### src/rtl/core/sequence_window_bitmap_core_assert.svh
// ----------------------------------------------------------------------------
// Sequence window bitmap core assertion macros
// Shared concurrent assertion forms used by the core modules.
// ----------------------------------------------------------------------------
`ifndef SEQUENCE_WINDOW_BITMAP_CORE_ASSERT_SVH
`define SEQUENCE_WINDOW_BITMAP_CORE_ASSERT_SVH

// Same-cycle implication.
`define SWB_ASSERT_IMPLIES(lbl, clk, rst, ante, cons, msg) \
   lbl: assert property (@(posedge clk) disable iff (rst) (ante) |-> (cons)) \
      else $error(msg);

// Next-cycle implication.
`define SWB_ASSERT_NEXT(lbl, clk, rst, ante, cons, msg) \
   lbl: assert property (@(posedge clk) disable iff (rst) (ante) |=> (cons)) \
      else $error(msg);

`endif

### src/rtl/core/swb_pkg.sv
// ----------------------------------------------------------------------------
// Sequence window bitmap package
// Widths, request classes and helper functions shared by the core modules.
// ----------------------------------------------------------------------------
package swb_pkg;

   localparam int WINDOW      = 128;
   localparam int DIFF_W      = 16;
   localparam int RANGE_W     = 8;
   localparam int CNT_W       = 8;
   localparam int QUEUE_DEPTH = 2;

   localparam int GROUP_BITS  = 8;
   localparam int NUM_GROUPS  = WINDOW / GROUP_BITS;
   localparam int GROUP_CNT_W = $clog2(GROUP_BITS + 1);
   localparam int PART_GROUPS = 4;
   localparam int NUM_PARTS   = NUM_GROUPS / PART_GROUPS;
   localparam int PART_CNT_W  = $clog2(GROUP_BITS * PART_GROUPS + 1);

   localparam logic [RANGE_W-1:0] RANGE_RESET = RANGE_W'(64);

   typedef logic [WINDOW-1:0] bitmap_type;

   typedef enum logic [1:0] {
      CLS_OLD,
      CLS_FAR,
      CLS_SHIFT
   } cls_type;

   typedef struct packed {
      cls_type            cls;
      logic [RANGE_W-1:0] shamt;
      logic               mark;
      logic [CNT_W-1:0]   count_len;
   } cmd_type;

   function automatic logic [RANGE_W-1:0] eff_range(input logic [RANGE_W-1:0] raw);
      logic [RANGE_W-1:0] r;
      r = raw;
      if (raw == '0) begin
         r = RANGE_W'(1);
      end else if (raw > RANGE_W'(WINDOW)) begin
         r = RANGE_W'(WINDOW);
      end
      return r;
   endfunction

   function automatic logic [CNT_W-1:0] sat_count(input logic [CNT_W-1:0] raw);
      logic [CNT_W-1:0] c;
      c = raw;
      if (raw > CNT_W'(WINDOW)) begin
         c = CNT_W'(WINDOW);
      end
      return c;
   endfunction

   function automatic bitmap_type keep_below(input logic [RANGE_W-1:0] n);
      return ~({WINDOW{1'b1}} << n);
   endfunction

endpackage

### src/rtl/core/swb_req_if.sv
// ----------------------------------------------------------------------------
// Sequence window bitmap request channel
// Valid/ready channel carrying one sequence distance request.
// ----------------------------------------------------------------------------
interface swb_req_if import swb_pkg::*; ();

   logic                     valid;
   logic                     ready;
   logic signed [DIFF_W-1:0] seq_diff;
   logic                     mark_flag;
   logic [CNT_W-1:0]         count_range;

   modport source (output valid, output seq_diff, output mark_flag, output count_range,
                   input ready);
   modport sink (input valid, input seq_diff, input mark_flag, input count_range,
                 output ready);

endinterface

### src/rtl/core/swb_rsp_if.sv
// ----------------------------------------------------------------------------
// Sequence window bitmap response channel
// Valid/ready channel carrying the new flag and the received count.
// ----------------------------------------------------------------------------
interface swb_rsp_if import swb_pkg::*; ();

   logic             valid;
   logic             ready;
   logic             is_new;
   logic [CNT_W-1:0] received_count;

   modport source (output valid, output is_new, output received_count, input ready);
   modport sink (input valid, input is_new, input received_count, output ready);

endinterface

### src/rtl/core/sequence_window_bitmap_core.sv
// A request passes the front-end register, the queue, then back-end stages a, b, c and rsp.
// Throughput: one request per cycle while the response side is ready.
// The bitmap update is a single register stage; the set-bit count is a three-stage adder tree.
// Reset clears the bitmap, empties the pipeline and queue, and sets the window range to 64.
// ----------------------------------------------------------------------------
// Sequence window bitmap core
// Tracks received sequence numbers in a sliding bitmap and reports the
// new flag and the number of received positions for each request.
// ----------------------------------------------------------------------------
module sequence_window_bitmap_core import swb_pkg::*; (
   input  logic               clock,
   input  logic               reset,
   input  logic               csr_we,
   input  logic [RANGE_W-1:0] csr_wdata,
   swb_req_if.sink            req_chan,
   swb_rsp_if.source          rsp_chan
);

   logic               q_push;
   logic               q_ready;
   cmd_type            q_push_cmd;
   logic               q_valid;
   cmd_type            q_pop_cmd;
   logic               q_pop;
   logic [RANGE_W-1:0] range_eff;

   swb_front u_front (
      .clock     (clock),
      .reset     (reset),
      .csr_we    (csr_we),
      .csr_wdata (csr_wdata),
      .req       (req_chan),
      .q_ready   (q_ready),
      .q_push    (q_push),
      .q_cmd     (q_push_cmd),
      .range_eff (range_eff)
   );

   swb_queue u_queue (
      .clock     (clock),
      .reset     (reset),
      .push      (q_push),
      .push_cmd  (q_push_cmd),
      .ready     (q_ready),
      .pop_valid (q_valid),
      .pop_cmd   (q_pop_cmd),
      .pop       (q_pop)
   );

   swb_back u_back (
      .clock     (clock),
      .reset     (reset),
      .range_eff (range_eff),
      .q_valid   (q_valid),
      .q_cmd     (q_pop_cmd),
      .q_pop     (q_pop),
      .rsp       (rsp_chan)
   );

endmodule

### src/rtl/core/swb_front.sv
// ----------------------------------------------------------------------------
// Sequence window bitmap front end
// Holds the window range register, accepts requests and classifies them.
// ----------------------------------------------------------------------------
module swb_front import swb_pkg::*; (
   input  logic               clock,
   input  logic               reset,
   input  logic               csr_we,
   input  logic [RANGE_W-1:0] csr_wdata,
   swb_req_if.sink            req,
   input  logic               q_ready,
   output logic               q_push,
   output cmd_type            q_cmd,
   output logic [RANGE_W-1:0] range_eff
);

   logic [RANGE_W-1:0]     range_ff, range_in;
   cmd_type                cmd_ff, cmd_in;
   logic                   cmd_valid_ff, cmd_valid_in;
   logic                   accept;
   logic signed [DIFF_W:0] diff_ext;
   logic signed [DIFF_W:0] lim;
   logic signed [DIFF_W:0] neg_lim;

   assign range_eff = eff_range(range_ff);
   assign req.ready = !cmd_valid_ff || q_ready;
   assign accept    = req.valid && req.ready;
   assign q_push    = cmd_valid_ff;
   assign q_cmd     = cmd_ff;

   always_comb begin
      diff_ext = {req.seq_diff[DIFF_W-1], req.seq_diff};
      lim      = $signed({{(DIFF_W + 1 - RANGE_W){1'b0}}, range_eff});
      neg_lim  = -lim;
      cmd_in.mark      = req.mark_flag;
      cmd_in.count_len = req.count_range;
      cmd_in.shamt     = '0;
      if (diff_ext < 0 && diff_ext >= neg_lim) begin
         cmd_in.cls = CLS_OLD;
      end else if (diff_ext > lim || diff_ext < neg_lim) begin
         cmd_in.cls = CLS_FAR;
      end else begin
         cmd_in.cls   = CLS_SHIFT;
         cmd_in.shamt = req.seq_diff[RANGE_W-1:0];
      end
   end

   always_comb begin
      range_in = csr_we ? csr_wdata : range_ff;
      if (accept) begin
         cmd_valid_in = 1'b1;
      end else if (q_ready) begin
         cmd_valid_in = 1'b0;
      end else begin
         cmd_valid_in = cmd_valid_ff;
      end
   end

   always_ff @(posedge clock) begin
      if (reset) begin
         range_ff     <= RANGE_RESET;
         cmd_valid_ff <= 1'b0;
      end else begin
         range_ff     <= range_in;
         cmd_valid_ff <= cmd_valid_in;
      end
   end

   always_ff @(posedge clock) begin
      if (accept) begin
         cmd_ff <= cmd_in;
      end
   end

endmodule

### src/rtl/core/swb_queue.sv
// ----------------------------------------------------------------------------
// Sequence window bitmap command queue
// Short FIFO that decouples the front end from the bitmap back end.
// ----------------------------------------------------------------------------
`include "sequence_window_bitmap_core_assert.svh"

module swb_queue import swb_pkg::*; (
   input  logic    clock,
   input  logic    reset,
   input  logic    push,
   input  cmd_type push_cmd,
   output logic    ready,
   output logic    pop_valid,
   output cmd_type pop_cmd,
   input  logic    pop
);

   localparam int PTR_W = (QUEUE_DEPTH > 1) ? $clog2(QUEUE_DEPTH) : 1;
   localparam int FILL_W = $clog2(QUEUE_DEPTH + 1);
   localparam logic [FILL_W-1:0] DEPTH_C = FILL_W'(QUEUE_DEPTH);

   cmd_type           entry_ff [QUEUE_DEPTH];
   logic [PTR_W-1:0]  wr_ptr_ff, wr_ptr_in;
   logic [PTR_W-1:0]  rd_ptr_ff, rd_ptr_in;
   logic [FILL_W-1:0] count_ff, count_in;
   logic              do_push, do_pop;

   assign ready     = count_ff < DEPTH_C;
   assign pop_valid = count_ff != '0;
   assign pop_cmd   = entry_ff[rd_ptr_ff];
   assign do_push   = push && ready;
   assign do_pop    = pop && pop_valid;

   always_comb begin
      wr_ptr_in = wr_ptr_ff;
      rd_ptr_in = rd_ptr_ff;
      count_in  = count_ff;
      if (do_push) begin
         wr_ptr_in = (wr_ptr_ff == PTR_W'(QUEUE_DEPTH - 1)) ? '0 : wr_ptr_ff + 1'b1;
      end
      if (do_pop) begin
         rd_ptr_in = (rd_ptr_ff == PTR_W'(QUEUE_DEPTH - 1)) ? '0 : rd_ptr_ff + 1'b1;
      end
      if (do_push && !do_pop) begin
         count_in = count_ff + 1'b1;
      end else if (do_pop && !do_push) begin
         count_in = count_ff - 1'b1;
      end
   end

   always_ff @(posedge clock) begin
      if (reset) begin
         wr_ptr_ff <= '0;
         rd_ptr_ff <= '0;
         count_ff  <= '0;
      end else begin
         wr_ptr_ff <= wr_ptr_in;
         rd_ptr_ff <= rd_ptr_in;
         count_ff  <= count_in;
      end
   end

   always_ff @(posedge clock) begin
      if (do_push) begin
         entry_ff[wr_ptr_ff] <= push_cmd;
      end
   end

   `SWB_ASSERT_IMPLIES(a_queue_bound, clock, reset, 1'b1, count_ff <= DEPTH_C, "queue overfilled")
   `SWB_ASSERT_NEXT(a_queue_fill, clock, reset, do_push && !do_pop, count_ff == $past(count_ff) + 1'b1, "queue fill count did not rise on push")
   `SWB_ASSERT_NEXT(a_queue_drain, clock, reset, do_pop && !do_push, count_ff == $past(count_ff) - 1'b1, "queue fill count did not fall on pop")

endmodule

### src/rtl/core/swb_back.sv
// ----------------------------------------------------------------------------
// Sequence window bitmap back end
// Updates the bitmap and counts the set bits through a short pipeline.
// ----------------------------------------------------------------------------
`include "sequence_window_bitmap_core_assert.svh"

module swb_back import swb_pkg::*; (
   input  logic               clock,
   input  logic               reset,
   input  logic [RANGE_W-1:0] range_eff,
   input  logic               q_valid,
   input  cmd_type            q_cmd,
   output logic               q_pop,
   swb_rsp_if.source          rsp
);

   bitmap_type             bits_ff, bits_in;
   bitmap_type             next_bits;
   bitmap_type             range_mask;
   bitmap_type             shifted;
   bitmap_type             mark_bits;
   logic                   en;

   logic                   a_valid_ff, a_new_ff;
   bitmap_type             a_masked_ff;
   logic                   b_valid_ff, b_new_ff;
   logic [GROUP_CNT_W-1:0] b_cnt_ff [NUM_GROUPS];
   logic [GROUP_CNT_W-1:0] b_cnt_in [NUM_GROUPS];
   logic                   c_valid_ff, c_new_ff;
   logic [PART_CNT_W-1:0]  c_part_ff [NUM_PARTS];
   logic [PART_CNT_W-1:0]  c_part_in [NUM_PARTS];
   logic                   rsp_valid_ff, rsp_new_ff;
   logic [CNT_W-1:0]       rsp_count_ff, rsp_count_in;

   assign en    = !rsp_valid_ff || rsp.ready;
   assign q_pop = q_valid && en;

   always_comb begin
      range_mask = keep_below(range_eff);
      shifted    = bits_ff << q_cmd.shamt;
      mark_bits  = bitmap_type'(q_cmd.mark);
      case (q_cmd.cls)
         CLS_OLD: begin
            next_bits = bits_ff;
         end
         CLS_FAR: begin
            next_bits = mark_bits;
         end
         CLS_SHIFT: begin
            next_bits = (shifted & range_mask) | mark_bits;
         end
         default: begin
            next_bits = bits_ff;
         end
      endcase
      // With no update, trimming keeps bits beyond a newly written range cleared.
      bits_in = q_pop ? next_bits : (bits_ff & range_mask);
   end

   always_comb begin
      for (int g = 0; g < NUM_GROUPS; g++) begin
         b_cnt_in[g] = '0;
         for (int k = 0; k < GROUP_BITS; k++) begin
            b_cnt_in[g] = b_cnt_in[g] + GROUP_CNT_W'(a_masked_ff[g * GROUP_BITS + k]);
         end
      end
      for (int p = 0; p < NUM_PARTS; p++) begin
         c_part_in[p] = '0;
         for (int k = 0; k < PART_GROUPS; k++) begin
            c_part_in[p] = c_part_in[p] + PART_CNT_W'(b_cnt_ff[p * PART_GROUPS + k]);
         end
      end
      rsp_count_in = '0;
      for (int p = 0; p < NUM_PARTS; p++) begin
         rsp_count_in = rsp_count_in + CNT_W'(c_part_ff[p]);
      end
   end

   always_ff @(posedge clock) begin
      if (reset) begin
         bits_ff      <= '0;
         a_valid_ff   <= 1'b0;
         b_valid_ff   <= 1'b0;
         c_valid_ff   <= 1'b0;
         rsp_valid_ff <= 1'b0;
      end else begin
         bits_ff <= bits_in;
         if (en) begin
            a_valid_ff   <= q_pop;
            b_valid_ff   <= a_valid_ff;
            c_valid_ff   <= b_valid_ff;
            rsp_valid_ff <= c_valid_ff;
         end
      end
   end

   always_ff @(posedge clock) begin
      if (en) begin
         a_masked_ff  <= next_bits & keep_below(sat_count(q_cmd.count_len));
         a_new_ff     <= q_cmd.cls != CLS_OLD;
         b_cnt_ff     <= b_cnt_in;
         b_new_ff     <= a_new_ff;
         c_part_ff    <= c_part_in;
         c_new_ff     <= b_new_ff;
         rsp_count_ff <= rsp_count_in;
         rsp_new_ff   <= c_new_ff;
      end
   end

   assign rsp.valid          = rsp_valid_ff;
   assign rsp.is_new         = rsp_new_ff;
   assign rsp.received_count = rsp_count_ff;

   `SWB_ASSERT_IMPLIES(a_range_trim, clock, reset, $stable(range_eff), (bits_ff & ~keep_below(range_eff)) == '0, "bitmap holds bits beyond the window range")
   `SWB_ASSERT_IMPLIES(a_count_max, clock, reset, rsp_valid_ff, rsp_count_ff <= CNT_W'(WINDOW), "received count exceeds window size")
   `SWB_ASSERT_NEXT(a_pipe_advance, clock, reset, en && c_valid_ff, rsp_valid_ff, "pipeline dropped a request")
   `SWB_ASSERT_NEXT(a_old_hold, clock, reset, q_pop && q_cmd.cls == CLS_OLD && $stable(range_eff), bits_ff == $past(bits_ff), "old request changed the bitmap")

endmodule

### src/flat_wrapper.sv
// flat-port wrapper written by rule: the top's interface ports become plain ports
module sequence_window_bitmap_core_flat import swb_pkg::*;
  (clock, reset, csr_we, csr_wdata, req_chan_valid, req_chan_seq_diff, req_chan_mark_flag, req_chan_count_range, req_chan_ready, rsp_chan_valid, rsp_chan_is_new, rsp_chan_received_count, rsp_chan_ready);
  swb_req_if req_chan_i ();
  swb_rsp_if rsp_chan_i ();
  input  logic clock;
  input  logic reset;
  input  logic csr_we;
  input  logic [RANGE_W-1:0] csr_wdata;
  input wire logic [$bits(req_chan_i.valid)-1:0] req_chan_valid;
  input wire logic [$bits(req_chan_i.seq_diff)-1:0] req_chan_seq_diff;
  input wire logic [$bits(req_chan_i.mark_flag)-1:0] req_chan_mark_flag;
  input wire logic [$bits(req_chan_i.count_range)-1:0] req_chan_count_range;
  output wire logic [$bits(req_chan_i.ready)-1:0] req_chan_ready;
  output wire logic [$bits(rsp_chan_i.valid)-1:0] rsp_chan_valid;
  output wire logic [$bits(rsp_chan_i.is_new)-1:0] rsp_chan_is_new;
  output wire logic [$bits(rsp_chan_i.received_count)-1:0] rsp_chan_received_count;
  input wire logic [$bits(rsp_chan_i.ready)-1:0] rsp_chan_ready;
  assign req_chan_i.valid = req_chan_valid;
  assign req_chan_i.seq_diff = req_chan_seq_diff;
  assign req_chan_i.mark_flag = req_chan_mark_flag;
  assign req_chan_i.count_range = req_chan_count_range;
  assign req_chan_ready = req_chan_i.ready;
  assign rsp_chan_valid = rsp_chan_i.valid;
  assign rsp_chan_is_new = rsp_chan_i.is_new;
  assign rsp_chan_received_count = rsp_chan_i.received_count;
  assign rsp_chan_i.ready = rsp_chan_ready;
  sequence_window_bitmap_core u_core (.clock(clock), .reset(reset), .csr_we(csr_we), .csr_wdata(csr_wdata), .req_chan(req_chan_i), .rsp_chan(rsp_chan_i));
endmodule
### config.mk
export PLATFORM = sky130hd
export DESIGN_NAME = sequence_window_bitmap_core_flat
export DESIGN_NICKNAME = d
export VERILOG_FILES = /design/src/rtl/core/swb_pkg.sv /design/src/rtl/core/swb_req_if.sv /design/src/rtl/core/swb_rsp_if.sv /design/src/rtl/core/sequence_window_bitmap_core.sv /design/src/rtl/core/swb_front.sv /design/src/rtl/core/swb_queue.sv /design/src/rtl/core/swb_back.sv /design/src/flat_wrapper.sv
export VERILOG_INCLUDE_DIRS = /design/src /design/src/rtl/core
export SDC_FILE = /design/constraint.sdc
export NUM_CORES = 2
export LEC_CHECK = 0
export ABC_CLOCK_PERIOD_IN_PS = 13100
export BUFFER_PORTS_ARGS = -buffer_cell sky130_fd_sc_hd__buf_2
export CORE_ASPECT_RATIO = 1.4
export CORE_MARGIN = 2
export CORE_UTILIZATION = 35
export CTS_BUF_LIST = sky130_fd_sc_hd__clkbuf_4 sky130_fd_sc_hd__clkbuf_8 sky130_fd_sc_hd__clkbuf_16
export DETAILED_ROUTE_END_ITERATION = 10
export GPL_TIMING_DRIVEN = 0
export PLACE_DENSITY = 0.48
export SLEW_MARGIN = 20
export SYNTH_ARGS = -nofsm -noshare
export SYNTH_HDL_FRONTEND = slang
export SYNTH_SLANG_ARGS = --single-unit
### constraint.sdc
create_clock -name clock -period 13.1 [get_ports clock]
set_input_delay 1.31 -clock clock [delete_from_list [all_inputs] [get_ports clock]]
set_output_delay 1.31 -clock clock [all_outputs]
set_load 0.01 [all_outputs]
==> flow_summary.ini, run 1 <==
[clock_tree]
clockBufferDepth = 3
holdBufCountCts = 0
post_cts_buffers = 0
cts_buffers = 47
cts.sinks = 431
h-tree-depth = 2
cts_resized = 0
root_buffer = clkbuf_16

[global_route]
grt_pass1_vias = 35590
grt.overflow.total = 2
grt_max_degree = 59
grt_pass1_wl_um = 352500
grtUsageTotal_pct = 56.10

[floorplan]
die_w_um = 262.0
pin_count = 49
rows = 132
start_util_pct = 35.27
die_h_um = 365.2

[synthesis]
synthArstFlopShare_pct = 0
synth_compound_area_share_pct = 20.14
syn-cell-area_mm2 = 0.03262
synthSimpleGateAreaFrac_pct = 12.01
syn_inst = 3373
synthMuxAreaShare_pct = 15.30
synthXorXnorAreaFrac_pct = 0.8860
synthAdderAreaFrac_pct = 10.77
synth_top_family_by_area = compound AO/OA/AOI/OAI gates
seq_area_frac_synth_pct = 35.20
synth-seq-cells = 431
synth_edf_count = 285
avgSynthCellArea_um2 = 9.671
synthFlopType = edfxtp_1
synth_cell_types = 80
yosys_warnings = 0

[placement]
gp_congestion = 1.186
dp_hpwl_um = 204300
port-buffer-count = 47

[status]
lastStage = 5_1_grt
error = [ERROR GRT-0116] Global routing finished with congestion. Check the congestion regions in the DRC Viewer.
status = stopped before the end
==> through the flow <==
| step | setup slack (ns) | TNS [ns] | hold WS [ns] | cell area (µm²) | cells |
|---|---|---|---|---|---|
| after floorplan | 3.065 | 0 | 0.4003 | 32630 | 3375 |
| after global placement | -1.874 | -99.26 | 0.4012 | 34370 | 4628 |
| after detailed placement | 6.377 | 0 | 0.4080 | 35020 | 4660 |
| after CTS | 6.336 | 0 | 0.4108 | 36700 | 4748 |
==> cells in the mapped netlist, types with 12 or more instances <==
master / count / area share (%)
a211oi_1: 21 / 0.48
a21o_1: 16 / 0.37
a21oi_1: 270 / 4.1
a221oi_1: 31 / 0.83
a22o_1: 15 / 0.40
a22oi_1: 148 / 3.4
a31oi_1: 27 / 0.52
a32oi_1: 22 / 0.59
and2_1: 21 / 0.40
buf_1: 21 / 0.24
buf_2: 26 / 0.40
clkbuf_1: 153 / 1.8
dfxtp_1: 146 / 9.0
edfxtp_1: 285 / 26
fa_1: 108 / 6.6
ha_1: 108 / 4.1
inv_1: 229 / 2.6
mux2_2: 29 / 1.0
mux2i_1: 170 / 5.2
mux4_2: 129 / 8.9
nand2_1: 337 / 3.9
nand2b_1: 12 / 0.23
nand3_1: 83 / 1.3
nand4_1: 15 / 0.29
nor2_1: 263 / 3.0
nor2b_1: 36 / 0.69
nor3_1: 54 / 0.83
o211ai_1: 34 / 0.78
o21a_1: 18 / 0.41
o21ai_0: 215 / 3.3
o21ai_1: 21 / 0.32
o22ai_1: 39 / 0.75
o31ai_1: 16 / 0.37
o32ai_1: 24 / 0.64
or3_1: 26 / 0.50
xnor2_1: 24 / 0.64
==> kinds of logic after synthesis <==
logic type | Yosys count
mux | 332
simple gates | 890
fa+ha+maj | 216
flops | 431
other cells | 1
xor+xnor | 33
compound gates | 1018
buf+inv | 452
==> layer usage <==
layer	global-route usage (%)	overflow
met5	2.006	0
met3	26.34	0
met1	59.25	0
met2	80.43	0
met4	55.35	2
==> inputs of run 2 (changes only) <==
Settings changed: CORE_ASPECT_RATIO 1.4 to unset, CORE_UTILIZATION 35 to 20, CTS_BUF_LIST sky130_fd_sc_hd__clkbuf_4 sky130_fd_sc_hd__clkbuf_8 sky130_fd_sc_hd__clkbuf_16 to unset, PLACE_DENSITY 0.48 to unset, PLACE_DENSITY_LB_ADDON set to 0.15.
==> run 2 against run 1 <==
The run now ends clean. Synthesized area unchanged. Synthesized cell count unchanged.
==> flow_summary.ini, run 2 <==
[critical_path]
cp.arrival_ns = 8.49
path_max_fanout = 10
cp_data_required_time_ns = 13.47
cp-start-kind = flop
worstRegToRegCells = 15
r2r_slack_ns = 4.98
worstSetupEndpointType = flop
criticalPathCategory = flop to flop

[timing]
setup_viol = 0
hold_violations = 0
slew_headroom_pct = 6.795
skew_ns = 0.1170
final.setup.worst_slack_ns = 4.984
worst_slew_pin_slew_ns = 1.393
period_minus_slack_ns = 8.116
finalCritPeriodShare_pct = 61.96
grt_setup_unrepaired = false
fmax_ghz = 0.1232
finalMaxSlewViolations = 0

[placement]
placed_cell_area_mm2 = 0.03638
port-buffer-count = 47
pre_cts_ws_ns = 5.493
gp_congestion = 1.046
dp_hpwl_um = 218200
dp_cells = 5638

[drt]
drtIter0Drc = 4475
drt-wirelength-per-cell_um = 45.96
drc = 0
drt-total-wl_um = 264500
ant_nets = 0
via_per_inst = 5.690
vias = 32740
first_pass_iters = 7

[synthesis]
yosysTopAreaCellShare_pct = 26.24
syn_inst = 3373
yosys.area.top_type = edfxtp_1
synth_area_leaders = edfxtp_1, dfxtp_1, mux4_2, fa_1, mux2i_1
post-synth-top-count-cell = nand2_1
yosys_warnings = 0
syn-cell-area_mm2 = 0.03262
synth_edf_count = 285
synthArstFlopShare_pct = 0
synth-seq-cells = 431
avgSynthCellArea_um2 = 9.671
synthFlopType = edfxtp_1
synth_commonest_cells = nand2_1, edfxtp_1, a21oi_1, nor2_1, inv_1
synth_cell_types = 80
seq_area_frac_synth_pct = 35.20

[global_route]
antenna_found_initial = 25
grt_pass1_vias = 32330
grt_pass1_wl_um = 338500
grtUsageTotal_pct = 31.01
grt.overflow.total = 0
grt_max_degree = 53

[finish]
seqCellArea_mm2 = 0.01148
utilization_pct = 23.59
fill_cells = 17710
top_regs = u_core.u_back.a_masked_ff x128, u_core.u_back.bits_ff x128, u_core.u_back.b_cnt_ff x64
syn_to_final_growth_pct = 17.47
design_area_mm2 = 0.03832
multi_input_area_mm2 = 0.01960
drive_above_1_share_pct = 14.13
fin_cells = 5754
num-nets-final = 3779
final_cell_mix = nand2_1, edfxtp_1, a21oi_1, nor2_1, inv_1
final_common_cell = nand2_1

[floorplan]
rows = 148
die_h_um = 407.9
core_mm2 = 0.1624
start_util_pct = 20.09
fp.dieArea_mm2 = 0.1663
pin_count = 49
die_w_um = 407.9

[power_and_ir_drop]
p_int_mw = 3.293
clock_power_share_pct = 22.7
p_leak_nw = 14.19
p_total_mw = 7.081
powerDensity_mw_per_mm2 = 184.8
comb_power_share_pct = 53.9
p_sw_mw = 3.789
irDropWorstVdd_mv = 0.1093
pwr-share-seq_pct = 23.4
swShare_pct = 53.50

[clock_tree]
post_cts_buffers = 0
holdBufCountCts = 0
root_buffer = clkbuf_16
cts_tree = done
cts.sinks = 431
cts_buffers = 57
clk_pin_slew_worst_paths_ns = 0.08
clockBufferDepth = 3
clock_latency_ns = 0.78
h-tree-depth = 2
cts_resized = 0

[hold_path]
hold_class = flop to flop
holdPathStages = 0

[status]
status = completed

[run]
drv_cap = 0
-- run 2: cell counts after synthesis --
No cell type changed its count.
-- run 2: final cells by class --
class / count / share of cell area, %
sequential: 431 / 29.96
antenna: 6 / 0.03918
timing repair buffer: 91 / 1.910
tap: 2175 / 7.102
clock inverter: 31 / 0.8718
inverter: 232 / 2.273
multi-input combinational: 2492 / 51.14
buffer: 220 / 2.710
clock buffer: 76 / 3.987
-- run 2: worst max-delay path, cell delays in order (launching register included) --
cell	delay [ns]
dfxtp_1	0.46
clkbuf_1	0.56
clkbuf_1	0.94
clkbuf_1	0.88
clkbuf_1	0.91
nor2_1	0.25
inv_1	0.12
ha_1	0.23
inv_1	0.12
ha_1	0.59
nor3_2	0.83
and2_1	0.44
nand2b_1	0.30
nand3_1	0.17
a2bb2oi_1	0.84
a21oi_1	0.11
-- run 2: path summary, 6_finish.rpt --
path                              start                      endpoint
max          u_core.u_front.range_ff[7]  u_core.u_back.a_masked_ff[4]
min reg2reg      u_core.u_back.b_new_ff        u_core.u_back.c_new_ff
min              u_core.u_back.b_new_ff        u_core.u_back.c_new_ff
max reg2reg  u_core.u_front.range_ff[7]  u_core.u_back.a_masked_ff[4]
-- run 2: through the flow --
stage / hold WS [ns] / TNS [ns]
after floorplan: 0.4003 / 0
after global placement: 0.4035 / -393.89
after detailed placement: 0.4074 / 0
after CTS: 0.4250 / 0
after global routing: 0.4309 / 0
final: 0.4242 / 0
-- run 2: logic make-up (layout without fill, tap and decap cells) --
logic type               count (synthesis)  count (layout)  share of synthesized area, %
AO/OA/AOI/OAI                         1018            1018                         20.14
AND/OR/NAND/NOR                        890             890                         12.01
buffers and inverters                  452             650                         5.692
flip-flops                             431             431                         35.20
multiplexers                           332             332                         15.30
adder cells (fa/ha/maj)                216             216                         10.77
XOR/XNOR                                33              33                        0.8861
other                                    1               9                       0.01150
-- run 2: power by group through the flow --
stage | sequential [mW] | combinational, mW | clock [mW]
2_1_floorplan | 1.66 | 1.63 | 0
3_3_place_gp | 1.70 | 3.64 | 0
3_5_place_dp | 1.69 | 3.65 | 0
4_1_cts | 1.66 | 3.66 | 1.65
5_1_grt | 1.67 | 3.80 | 1.69
6_report | 1.66 | 3.82 | 1.61
-- run 2: routing by layer --
layer | up-vias | part of all wire (%) | GRT usage (%)
met5 | - | 0.033 | 0
met4 | 12 | 8.6 | 21.19
met3 | 634 | 9.2 | 8.904
met2 | 2224 | 43 | 47.53
met1 | 16910 | 39 | 37.56
li1 | 12960 | - | -
(Power assumes the default switching activity.)
